--- src/front_middle_back_queue_core_macros.svh ---
// assertion helpers for the queue core
`ifndef FRONT_MIDDLE_BACK_QUEUE_CORE_MACROS_SVH
`define FRONT_MIDDLE_BACK_QUEUE_CORE_MACROS_SVH

// checked only outside reset
`define FMBQ_ASSERT(lbl, prop, msg) \
  lbl: assert property (@(posedge clk) disable iff (!rst_n) prop) else $error(msg);

// checked on each edge that follows an edge on which reset was seen low
`define FMBQ_ASSERT_AFTER_RST(lbl, prop, msg) \
  lbl: assert property (@(posedge clk) !rst_n |=> prop) else $error(msg);

`endif

--- src/fmbq_pkg.sv ---
package fmbq_pkg;

  localparam int CAPACITY    = 64;
  localparam int VALUE_WIDTH = 32;
  localparam int IDX_W       = $clog2(CAPACITY);
  localparam int CNT_W       = $clog2(CAPACITY + 1);

  typedef enum logic [2:0] {
    OP_PUSH_FRONT  = 3'd0,
    OP_PUSH_MIDDLE = 3'd1,
    OP_PUSH_BACK   = 3'd2,
    OP_POP_FRONT   = 3'd3,
    OP_POP_MIDDLE  = 3'd4,
    OP_POP_BACK    = 3'd5
  } op_t;

  typedef enum logic [1:0] {
    ST_OK    = 2'd0,
    ST_EMPTY = 2'd1,
    ST_FULL  = 2'd2
  } status_t;

  // broadcast from the controller to every cell
  typedef struct packed {
    logic             ins;
    logic             rem;
    logic [IDX_W-1:0] pos;
    logic [CNT_W-1:0] cnt;
  } ctl_t;

endpackage

--- src/fmbq_cell.sv ---
module fmbq_cell import fmbq_pkg::*; (
  input  logic                   clk,
  input  logic [IDX_W-1:0]       cell_idx,
  input  ctl_t                   ctl,
  input  logic [VALUE_WIDTH-1:0] load_val,
  input  logic [VALUE_WIDTH-1:0] prev_val,
  input  logic [VALUE_WIDTH-1:0] next_val,
  output logic [VALUE_WIDTH-1:0] val
);

  logic [VALUE_WIDTH-1:0] val_r;
  logic [VALUE_WIDTH-1:0] val_nxt;
  logic [CNT_W-1:0]       idx_c;
  logic [CNT_W-1:0]       pos_c;

  assign idx_c = CNT_W'(cell_idx);
  assign pos_c = CNT_W'(ctl.pos);

  always_comb begin
    val_nxt = val_r;
    if (ctl.ins) begin
      if (idx_c == pos_c) begin
        val_nxt = load_val;
      end else if (idx_c > pos_c && idx_c <= ctl.cnt) begin
        // make room: take the neighbor below
        val_nxt = prev_val;
      end
    end else if (ctl.rem) begin
      // close the gap: take the neighbor above
      if (idx_c >= pos_c && (idx_c + CNT_W'(1)) < ctl.cnt) begin
        val_nxt = next_val;
      end
    end
  end

  always_ff @(posedge clk) begin
    val_r <= val_nxt;
  end

  assign val = val_r;

endmodule

--- config.mk ---
export PLATFORM = sky130hd
export DESIGN_NAME = fmbq_cell
export DESIGN_NICKNAME = d
export VERILOG_FILES = /design/src/front_middle_back_queue_core_macros.svh /design/src/fmbq_pkg.sv /design/src/fmbq_cell.sv
export SDC_FILE = /design/constraint.sdc
export NUM_CORES = 1
export LEC_CHECK = 0
export BUFFER_PORTS_ARGS = -buffer_cell sky130_fd_sc_hd__buf_2
export CORE_MARGIN = 8
export CORE_UTILIZATION = 45
export DETAILED_ROUTE_END_ITERATION = 8
export HOLD_SLACK_MARGIN = 0.08
export PLACE_DENSITY_LB_ADDON = 0.2
export SYNTH_ARGS = -nofsm -noshare
export SYNTH_HDL_FRONTEND = slang
export SYNTH_SLANG_ARGS = --single-unit
--- constraint.sdc ---
create_clock -name clk -period 8.6 [get_ports clk]
set_input_delay 0.86 -clock clk [delete_from_list [all_inputs] [get_ports clk]]
set_output_delay 0.86 -clock clk [all_outputs]
set_load 0.03 [all_outputs]
# Word level (Yosys, flattened, before mapping)
# Index checks and enable logic that the tools add are counted.
dict set report totals {
  ff_bits 32
  out_inout_bits 32
  word_cells 18
}
dict set report classes {
  addsub 1
  eq_ne 2
  order_cmp 4
  reduce_logical 5
  n_mux 5
}
# op count
set op_table {}
lappend op_table {{$mux 32} 5}
lappend op_table {{$add 6x1->7 const B} 1}
lappend op_table {{$le 6x7->1} 1}
lappend op_table {{$lt 7x7->1} 1}
lappend op_table {{$eq 6x6->1} 1}
lappend op_table {{$ge 6x6->1} 1}
lappend op_table {{$gt 6x6->1} 1}
lappend op_table {{$reduce_bool 2->1} 2}
lappend op_table {{$ne 3x1->1 const B} 1}
lappend op_table {{$reduce_and 3->1} 1}
lappend op_table {{$logic_and 1x1->1} 2}

# Logic depth before layout (Yosys ltp)
# Gate-level depths: netlist (run 1).
dict set report logic_depth {
  word_depth 6
  mapped_depth 9
  mapped_depth_nobuf 9
}

# Worst setup path after synthesis (run 1)
# No wires, ideal clock.
dict set report synth_path {
  path_kind {input to register}
  start {in cell_idx[0]}
  end {reg val_r[0] (netlist: val[0]) (enable)}
  path_slack_ps 4954
  cell_stages 9
  setup_ps 419
  arrival_ps 3227
  n_path_buf 0
  path_cell_list {ha_1 -> nand3_1 -> nor2_1 -> ha_1 -> nand2_1 -> nand3b_1 -> a31oi_1 -> a31oi_1 -> a211oi_2}
}
dict set report synth_via {
  elab_chain_cells 5
  elab_cells_between_ends 11
  classes_between {add/sub (1); order compare (4); eq/ne (2); reduce/logical (4)}
}
# item line_no
set synth_rtl {}
lappend synth_rtl {{from (decl)} fmbq_cell.sv:3} ;# input logic [IDX_W-1:0] cell_idx,
lappend synth_rtl {{$add 6x1->7} fmbq_cell.sv:30} ;# if (idx_c >= pos_c && (idx_c + CNT_W'(1)) < ctl.cnt) begin
lappend synth_rtl {{$lt 7x7->1} fmbq_cell.sv:30}
lappend synth_rtl {{$logic_and 1x1->1} fmbq_cell.sv:30}
lappend synth_rtl {{$reduce_bool 2->1 (no source line)} --}
lappend synth_rtl {{$reduce_and 3->1 (no source line) (*)} --}
lappend synth_rtl {{to (signal assigned)} fmbq_cell.sv:37} ;# val_r <= val_nxt;
lappend synth_rtl {{to (decl)} fmbq_cell.sv:11} ;# logic [VALUE_WIDTH-1:0] val_r;
# Mark *: on every way between the ends. The rest lies on a longest branch, timed or not.
# A chain may end at the register's enable or synchronous reset.

# Worst setup path in the final report (run 1)
dict set report layout_path {
  start {in cell_idx[5]}
  end {reg val_r[17] (netlist: val[17]) (enable)}
}
# The elaborated chain is that of the path after synthesis.

==> results of run 1 <==
[power by group through the flow]
stage | sequential [mW] | combinational, mW | clock (mW)
after floorplan | 0.264 | 0.0473 | 0
after global placement | 0.210 | 0.162 | 0
after detailed placement | 0.212 | 0.164 | 0
after CTS | 0.209 | 0.165 | 0.138
after global routing | 0.211 | 0.178 | 0.144
final | 0.208 | 0.163 | 0.135
[worst max-delay path, stage by stage]
cell      delay [ns]
buf_2           0.13
ha_1            0.36
nand4_4         0.15
nor2_8          0.59
nor2_1          0.19
a211oi_4        0.60
buf_4           0.39
[layout make-up]
class | count | area [um2] | share of cell area
repair buffers | 151 | 761 | 0.247
clock inverters | 3 | 37.5 | 0.0122
clock buffers | 5 | 68.8 | 0.0223
well taps | 67 | 83.8 | 0.0272
inverters | 14 | 52.6 | 0.0171
flip-flops and latches | 32 | 961 | 0.312
multi-input cells | 155 | 1120 | 0.363
[placed cells by master, fill, tap and decap left out, drive strengths merged]
cell type and n:
a21o 2, nand2 6, a21oi 38, nand3 5
and3 2, ha 20, a211oi 1, edfxtp 32
nand4 2, clkbuf 5, o21ai 2, nand3b 1
o221ai 1, bufinv 1, inv 14, xor2 1
mux2i 32, o22ai 1, buf 151, nor2 36
clkinv 2, xnor2 3, a31oi 2
[routing by layer]
metal / GRT usage / up-vias / share of wire
li1: - / 1056 / -
met1: 0.174 / 880 / 0.39
met2: 0.303 / 90 / 0.49
met3: 0.0640 / 6 / 0.11
met4: 0.0573 / 0 / 0.017
met5: 0 / - / 0
[worst max-delay path by stage]
stage	endpoint	cells after the start
after CTS	val[4]	7
after global routing	val[5]	7
after global placement	val[18]	7
after floorplan	val[0]	9
after detailed placement	val[13]	7
final	val[17]	7
[synth_stat cells]
cell type,n
a21oi_1,38
nor2_1,35
edfxtp_1,32
mux2i_1,32
ha_1,20
inv_1,14
clkbuf_1,6
nand2_1,5
nand3_1,5
buf_12,3
xnor2_1,3
a21o_1,2
a31oi_1,2
and3_1,2
o21ai_0,2
a211oi_2,1
buf_1,1
nand2_2,1
nand3b_1,1
nand4_1,1
nand4_4,1
nor2_8,1
o221ai_1,1
o22ai_1,1
xor2_1,1
[metrics by stage]
stage	worst slack [ns]	area, um2
2_1_floorplan	4.95	2210
3_3_place_gp	5.01	2980
3_5_place_dp	4.93	2980
4_1_cts	5.20	3080
5_1_grt	5.02	3080
6_report	5.28	3080
[cell families after synthesis]
family / synth area share
flops: 0.435
simple gates: 0.113
xor+xnor: 0.0159
compound gates: 0.116
fa+ha+maj: 0.113
buf+inv: 0.0629
mux: 0.145
==> flow_metrics.env, run 1 <==
export IMPL_slew_viol_final=0
export IMPL_largest_reg_flops=32
export IMPL_wl_um=6250
export IMPL_slew_headroom=0.513
export IMPL_first_iter_violations=89
export IMPL_grt_overflow=0
export IMPL_first_pass_iters=4
export IMPL_fin_util=0.652
export IMPL_fp_dieArea_mm2=0.00741
export IMPL_ioPinCount=150
export IMPL_worstSetupEndpointType="flop"
export IMPL_yosysTopAreaCellShare=0.435
export IMPL_rsz0062_at_grt="no"
export IMPL_ant_nets=0
export IMPL_period_needed_ns=3.32
export IMPL_totalPowerFinal_mw=0.506
export IMPL_synth_area_per_cell_um2=10.5
export IMPL_place_gp_congestion=0.792
export IMPL_place_hpwl_um=5170
export IMPL_rows=25
export IMPL_vias=2032
export IMPL_synthCells=211
export IMPL_port_buffers=149
export IMPL_tightest_slew_ns=0.730
export IMPL_worst_ep_arrival_time_ns=3.28
export IMPL_synthesis_nets=349
export IMPL_yosysWarnings=0
export IMPL_wl_per_cell_um=14.6
export IMPL_clock_sinks=32
export IMPL_synth_area_leader_cell="edfxtp_1"
export IMPL_criticalPathCategory="in2reg"
export IMPL_avgViaCountPerCell=4.76
export IMPL_p_int_mw=0.344
export IMPL_netlist_top_cells_area="edfxtp_1, mux2i_1, ha_1, a21oi_1, nor2_1"
export IMPL_clock_path_buffers=2
export IMPL_die_h_um=86.1
export IMPL_fmax_ghz=0.301
export IMPL_start_kind="input port"
export IMPL_grt_pass1_vias=2234
export IMPL_ys_types=25
export IMPL_cts_made_buffers=5
export IMPL_grt_util_all_layers=0.168
export IMPL_grt_pass1_wl_um=10200
export IMPL_dp_cells=419
export IMPL_root_buffer="clkbuf_8"
export IMPL_die_width_um=86.1
export IMPL_area_growth_pct=39.5
export IMPL_h_tree_depth=2
export IMPL_setup_tns_final_ns=0
export IMPL_finalHoldViolCount=0
export IMPL_ir_drop_v=0.0000942
export IMPL_p_clk_frac=0.266
export IMPL_netlist_area_mm2=0.00221
export IMPL_power_leakage_nw=1.46
export IMPL_path_clk_slew_ns=0.06
export IMPL_nets=497
export IMPL_setup_violations=0
export IMPL_postCtsResizedCells=0
export IMPL_hold_buffers=0
export IMPL_switching_power_mw=0.162
export IMPL_p_seq_frac=0.412
export IMPL_antenna_found_initial=0
export IMPL_fin_cells=427
export IMPL_status="completed"
export IMPL_start_util=0.468
export IMPL_min_path_type="in2reg"
export IMPL_drv_cap=0
export IMPL_ys_ff_latch=32
export IMPL_switching_share=0.321
export IMPL_finalCritPeriodShare=0.387
export IMPL_cts_setup_buffers=0
export IMPL_p_comb_frac=0.323
export IMPL_cp_required_ns=8.56
export IMPL_cp_max_fo=34
export IMPL_startpoint="cell_idx[5]"
export IMPL_drive_above_1_share=0.447
export IMPL_whs_path_depth=3
export IMPL_antenna_cells=0
export IMPL_cts_tree="yes"
export IMPL_powerDensity_mw_per_mm2=164
export IMPL_hold_worst_slack_ns=0.914
export IMPL_route_detailed_drc=0
export IMPL_core_region_area_mm2=0.00472
export IMPL_seq_area_frac_synth=0.435
export IMPL_holdPathEnd="val[16]"
export IMPL_layout_filler_cells=409
export IMPL_hp_start="next_val[16]"
export IMPL_grt_start_max_net_pins=67
(Power assumes the default switching activity.)
==> run 2: changes to the inputs <==
Settings changed: CORE_UTILIZATION 45 to 38.
Clock period 8.6 ns to 2.7 ns, I/O delays scaled along.
==> run 2 against run 1 <==
Effect of this change: sequential cell count stayed put; clock power is 150% higher; final area hardly changed; routed wire length is 3.7% higher; total power grew to 3.0 times the previous value; critical path depth is 4 higher; final cell count is 1.9% higher; die area is 15% higher; worst setup slack worse by 4.6 ns; combinational power grew to 3.2 times the previous value.
==> flow_metrics.env, run 2 (same netlist as run 1, synthesis figures left out) <==
export IMPL_tightest_slew_ns=0.547
export IMPL_criticalPathCategory="in2reg"
export IMPL_final_common_cell="buf_2"
export IMPL_p_seq_frac=0.436
export IMPL_p_comb_frac=0.344
export IMPL_area_growth_pct=39.6
export IMPL_status="completed"
export IMPL_wl_per_cell_um=14.9
export IMPL_cp_required_ns=2.67
export IMPL_p_int_mw=1.01
export IMPL_ir_drop_v=0.000228
export IMPL_startpoint="cell_idx[0]"
export IMPL_antenna_cells=0
export IMPL_grt_util_all_layers=0.155
export IMPL_grt_pass1_wl_um=10900
export IMPL_largest_reg_flops=32
export IMPL_worstSetupEndpointType="flop"
export IMPL_start_kind="input port"
export IMPL_place_gp_congestion=0.815
export IMPL_cp_cell_sequence="buf_2 -> ha_1 -> nand3_1 -> nor2_1 -> ha_1 -> nand2_1 -> nand3b_1 -> a31oi_1 -> a31oi_1 -> a211oi_4 -> buf_4"
export IMPL_root_buffer="clkbuf_8"
export IMPL_slew_headroom=0.635
export IMPL_worstSetupPathDepth=11
export IMPL_min_path_type="in2reg"
export IMPL_place_hpwl_um=5520
export IMPL_cp_num_buf_inv=2
export IMPL_regArea_um2=961
export IMPL_grt_pass1_vias=2297
export IMPL_finalHoldViolCount=0
export IMPL_postPlaceCellArea_mm2=0.00300
export IMPL_cp_endpoint="val[18]"
export IMPL_period_needed_ns=2.06
export IMPL_layout_filler_cells=521
export IMPL_fin_cells=435
export IMPL_grt_start_max_net_pins=61
export IMPL_worst_ep_arrival_time_ns=2.03
export IMPL_core_region_area_mm2=0.00557
export IMPL_slew_viol_final=0
export IMPL_h_tree_depth=2
export IMPL_p_clk_frac=0.220
export IMPL_cts_setup_buffers=0
export IMPL_path_clk_slew_ns=0.06
export IMPL_cts_tree="yes"
export IMPL_rows=27
export IMPL_clock_sinks=32
export IMPL_setup_violations=0
export IMPL_power_leakage_nw=1.46
export IMPL_setup_tns_final_ns=0
export IMPL_powerDensity_mw_per_mm2=493
export IMPL_antenna_found_initial=0
export IMPL_first_iter_violations=78
export IMPL_cts_made_buffers=5
export IMPL_dp_cells=427
export IMPL_nets=500
export IMPL_first_pass_iters=4
export IMPL_drive_above_1_share=0.449
export IMPL_drv_cap=0
export IMPL_switching_power_mw=0.511
export IMPL_start_util=0.396
export IMPL_port_buffers=149
export IMPL_avgViaCountPerCell=4.78
export IMPL_die_h_um=92.3
export IMPL_postCtsResizedCells=0
export IMPL_route_detailed_drc=0
export IMPL_ant_nets=0
export IMPL_fp_dieArea_mm2=0.00851
export IMPL_timing_critical_path_slowest_stage_cell="ha_1"
export IMPL_ioPinCount=150
export IMPL_multi_input_area_mm2=0.00112
export IMPL_vias=2081
export IMPL_layout_setup_ws_ns=0.635
export IMPL_grt_overflow=0
export IMPL_hold_buffers=0
export IMPL_wl_um=6480
export IMPL_rsz0062_at_grt="no"
export IMPL_finalCritPeriodShare=0.765
export IMPL_clock_path_buffers=2
export IMPL_die_width_um=92.3
export IMPL_fmax_ghz=0.484
export IMPL_switching_share=0.336
export IMPL_max_stage_delay_ns=0.30
export IMPL_fin_area_mm2=0.00308
export IMPL_preCtsSetupSlack_ns=0.327
export IMPL_mostFrequentLayoutCells="buf_2, a21oi_1, nor2_1"
export IMPL_crit_family="adder cells"
export IMPL_cp_max_fo=17
-- run 2: cell type report --
cell class	instances	area share
Clock buffer	7	0.0247
Clock inverter	1	0.00122
Inverter	14	0.0170
Multi-Input combinational cell	155	0.362
Sequential cell	32	0.312
Tap cell	72	0.0292
Timing Repair Buffer	154	0.254
-- run 2: worst min-delay path by stage --
stage,from,end,depth (start not counted)
detailed placement,next_val[25],val[25],3
CTS,next_val[29],val[29],3
global placement,next_val[13],val[13],3
finish,next_val[25],val[25],3
floorplan,next_val[10],val[10],2
global route,next_val[25],val[25],3
-- run 2: routing by layer --
layer  global-route usage  wire, um
met4               0.0483        80
met1                0.177      2660
met3               0.0603       660
met2                0.262      3080
met5                    0         0
-- run 2: power by group through the flow --
stage                     Combinational, mW  Clock [mW]  Sequential [mW]
after floorplan                       0.154           0            0.841
after global placement                0.524           0            0.670
after detailed placement              0.530           0            0.673
after CTS                             0.532       0.354            0.664
after global routing                  0.572       0.380            0.670
final                                 0.523       0.334            0.662
-- run 2: stage by stage --
stage,hold slack [ns],util,total power [mW]
floorplan,0.496,-,0.995
global placement,0.589,0.539,1.19
detailed placement,0.601,0.539,1.20
CTS,0.301,0.553,1.55
global route,0.303,0.553,1.62
finish,0.318,0.553,1.52
==> run 3: changes to the inputs <==
Clock period 2.7 ns to 1.85 ns, I/O delays scaled along.
==> run 3 against run 2 <==
Effect of this change: first-iteration DRC count is 64% lower; non-clock buffer count grew 13; worst setup slack got worse by 0.60 ns; sequential power rose by 46%; sequential cell count unchanged; clock-buffer cell count is 1 lower; hold slack worse by 0.092 ns; utilization grew 5.3 points; global-route usage grew 0.34 points; via count up 4.0%; combinational power grew 63%; clock power grew 94%; critical path type unchanged; highest routed layer unchanged.
==> flow_metrics.env, run 3 (same netlist as run 1, synthesis figures left out) <==
export IMPL_status="completed"
export IMPL_powerDensity_mw_per_mm2=730
export IMPL_wl_um=6900
export IMPL_cp_num_buf_inv=3
export IMPL_drv_cap=0
export IMPL_vias=2164
export IMPL_cp_max_fo=10
export IMPL_wl_per_cell_um=15.4
export IMPL_p_seq_frac=0.392
export IMPL_fp_dieArea_mm2=0.00851
export IMPL_first_iter_violations=28
export IMPL_nets=513
export IMPL_worstSetupEndpointType="flop"
export IMPL_slew_headroom=0.655
export IMPL_max_stage_delay_ns=0.31
export IMPL_path_clk_slew_ns=0.06
export IMPL_grt_overflow=0
export IMPL_power_leakage_nw=1.56
export IMPL_largest_reg_flops=32
export IMPL_grt_pass1_wl_um=10900
export IMPL_port_buffers=149
export IMPL_finalCritPeriodShare=0.982
export IMPL_fmax_ghz=0.550
export IMPL_cp_cell_sequence="buf_6 -> and3_4 -> nand3_4 -> xnor2_2 -> ha_2 -> and3_4 -> nand3_4 -> a31oi_4 -> a211oi_4 -> buf_6 -> buf_8"
export IMPL_die_width_um=92.3
export IMPL_root_buffer="clkbuf_8"
export IMPL_avgViaCountPerCell=4.83
export IMPL_place_gp_congestion=0.813
export IMPL_criticalPathCategory="in2reg"
export IMPL_setup_violations=0
export IMPL_antenna_found_initial=0
export IMPL_finalHoldViolCount=0
export IMPL_cp_required_ns=1.85
export IMPL_rows=27
export IMPL_final_common_cell="buf_2"
export IMPL_clock_path_buffers=2
export IMPL_die_h_um=92.3
export IMPL_cts_made_buffers=5
export IMPL_place_hpwl_um=5740
export IMPL_area_growth_pct=52.8
export IMPL_start_util=0.396
export IMPL_setup_tns_final_ns=0
export IMPL_p_comb_frac=0.346
export IMPL_switching_share=0.324
export IMPL_p_clk_frac=0.262
export IMPL_first_pass_iters=4
export IMPL_rsz0062_at_grt="yes"
export IMPL_tightest_slew_ns=0.518
export IMPL_h_tree_depth=2
export IMPL_switching_power_mw=0.799
export IMPL_worst_ep_arrival_time_ns=1.81
export IMPL_totalPowerFinal_mw=2.46
export IMPL_ant_nets=0
export IMPL_drive_above_1_share=0.513
export IMPL_ioPinCount=150
export IMPL_cts_tree="yes"
export IMPL_hold_buffers=0
export IMPL_route_detailed_drc=0
export IMPL_grt_start_max_net_pins=57
export IMPL_ir_drop_v=0.000555
export IMPL_clock_sinks=32
export IMPL_start_kind="input port"
export IMPL_grt_util_all_layers=0.159
export IMPL_timing_critical_path_slowest_stage_cell="ha_2"
export IMPL_core_region_area_mm2=0.00557
export IMPL_crit_family="simple AND/OR/NAND/NOR gates"
export IMPL_p_int_mw=1.67
export IMPL_slew_viol_final=0
export IMPL_min_path_type="in2reg"
export IMPL_period_needed_ns=1.82
export IMPL_grt_pass1_vias=2340
export IMPL_mostFrequentLayoutCells="buf_2, a21oi_1, nor2_1"
export IMPL_antenna_cells=0
-- run 3: cell count changes in the layout (fill, tap and decap cells not counted), moves of 2 or more --
cell / change
buf_4: +6
buf_6: +7
ha_1: -3
nand3_4: +3
and3_4: +2
buf_8: +2
a31oi_1: -2
ha_4: +2
and3_1: -2
nand3_1: -3
buf_2: -2
-- run 3: layout make-up --
class	count	area, um2
clock buffers	6	72.6
clock inverters	2	35.0
fillers	488	2200
inverters	14	52.6
multi-input cells	155	1240
flip-flops and latches	32	961
well taps	72	90.1
repair buffers	167	927
-- run 3: layer usage --
metal	GRT usage	vias up	part of all wire
li1	-	1095	-
met1	0.164	970	0.38
met2	0.286	89	0.52
met3	0.0644	10	0.083
met4	0.0510	0	0.021
met5	0	-	0
-- run 3: path summary, 6_finish.rpt --
kind	from	end	slack, ns	depth (start not counted)
max	cell_idx[1]	val[13]	0.03	11
min	next_val[29]	val[29]	0.23	3
-- run 3: timing repair --
action,in CTS,in global routing
pin swaps,1,6
setup buffers,1,0
cloned,1,0
setup endpoints to repair,32,32
resized for setup,7,25
-- run 3: through the flow --
step	cells	instance area, um2	hold WS [ns]	util	setup WS, ns
CTS	448	3260	0.216	0.584	0.00488
detailed placement	438	3110	0.509	0.558	-0.392
global placement	438	3110	0.502	0.558	-0.369
finish	448	3380	0.226	0.606	0.0327
floorplan	211	2240	0.411	-	-0.638
global route	448	3380	0.222	0.606	-0.0363
-- run 3: power groups by stage --
stage                     sequential [mW]  clock (mW)  combinational (mW)
after CTS                           0.969       0.661               0.825
after floorplan                      1.23           0               0.228
after global routing                0.978       0.692               0.922
final                               0.966       0.647               0.852
after global placement              0.978           0               0.786
after detailed placement            0.984           0               0.798
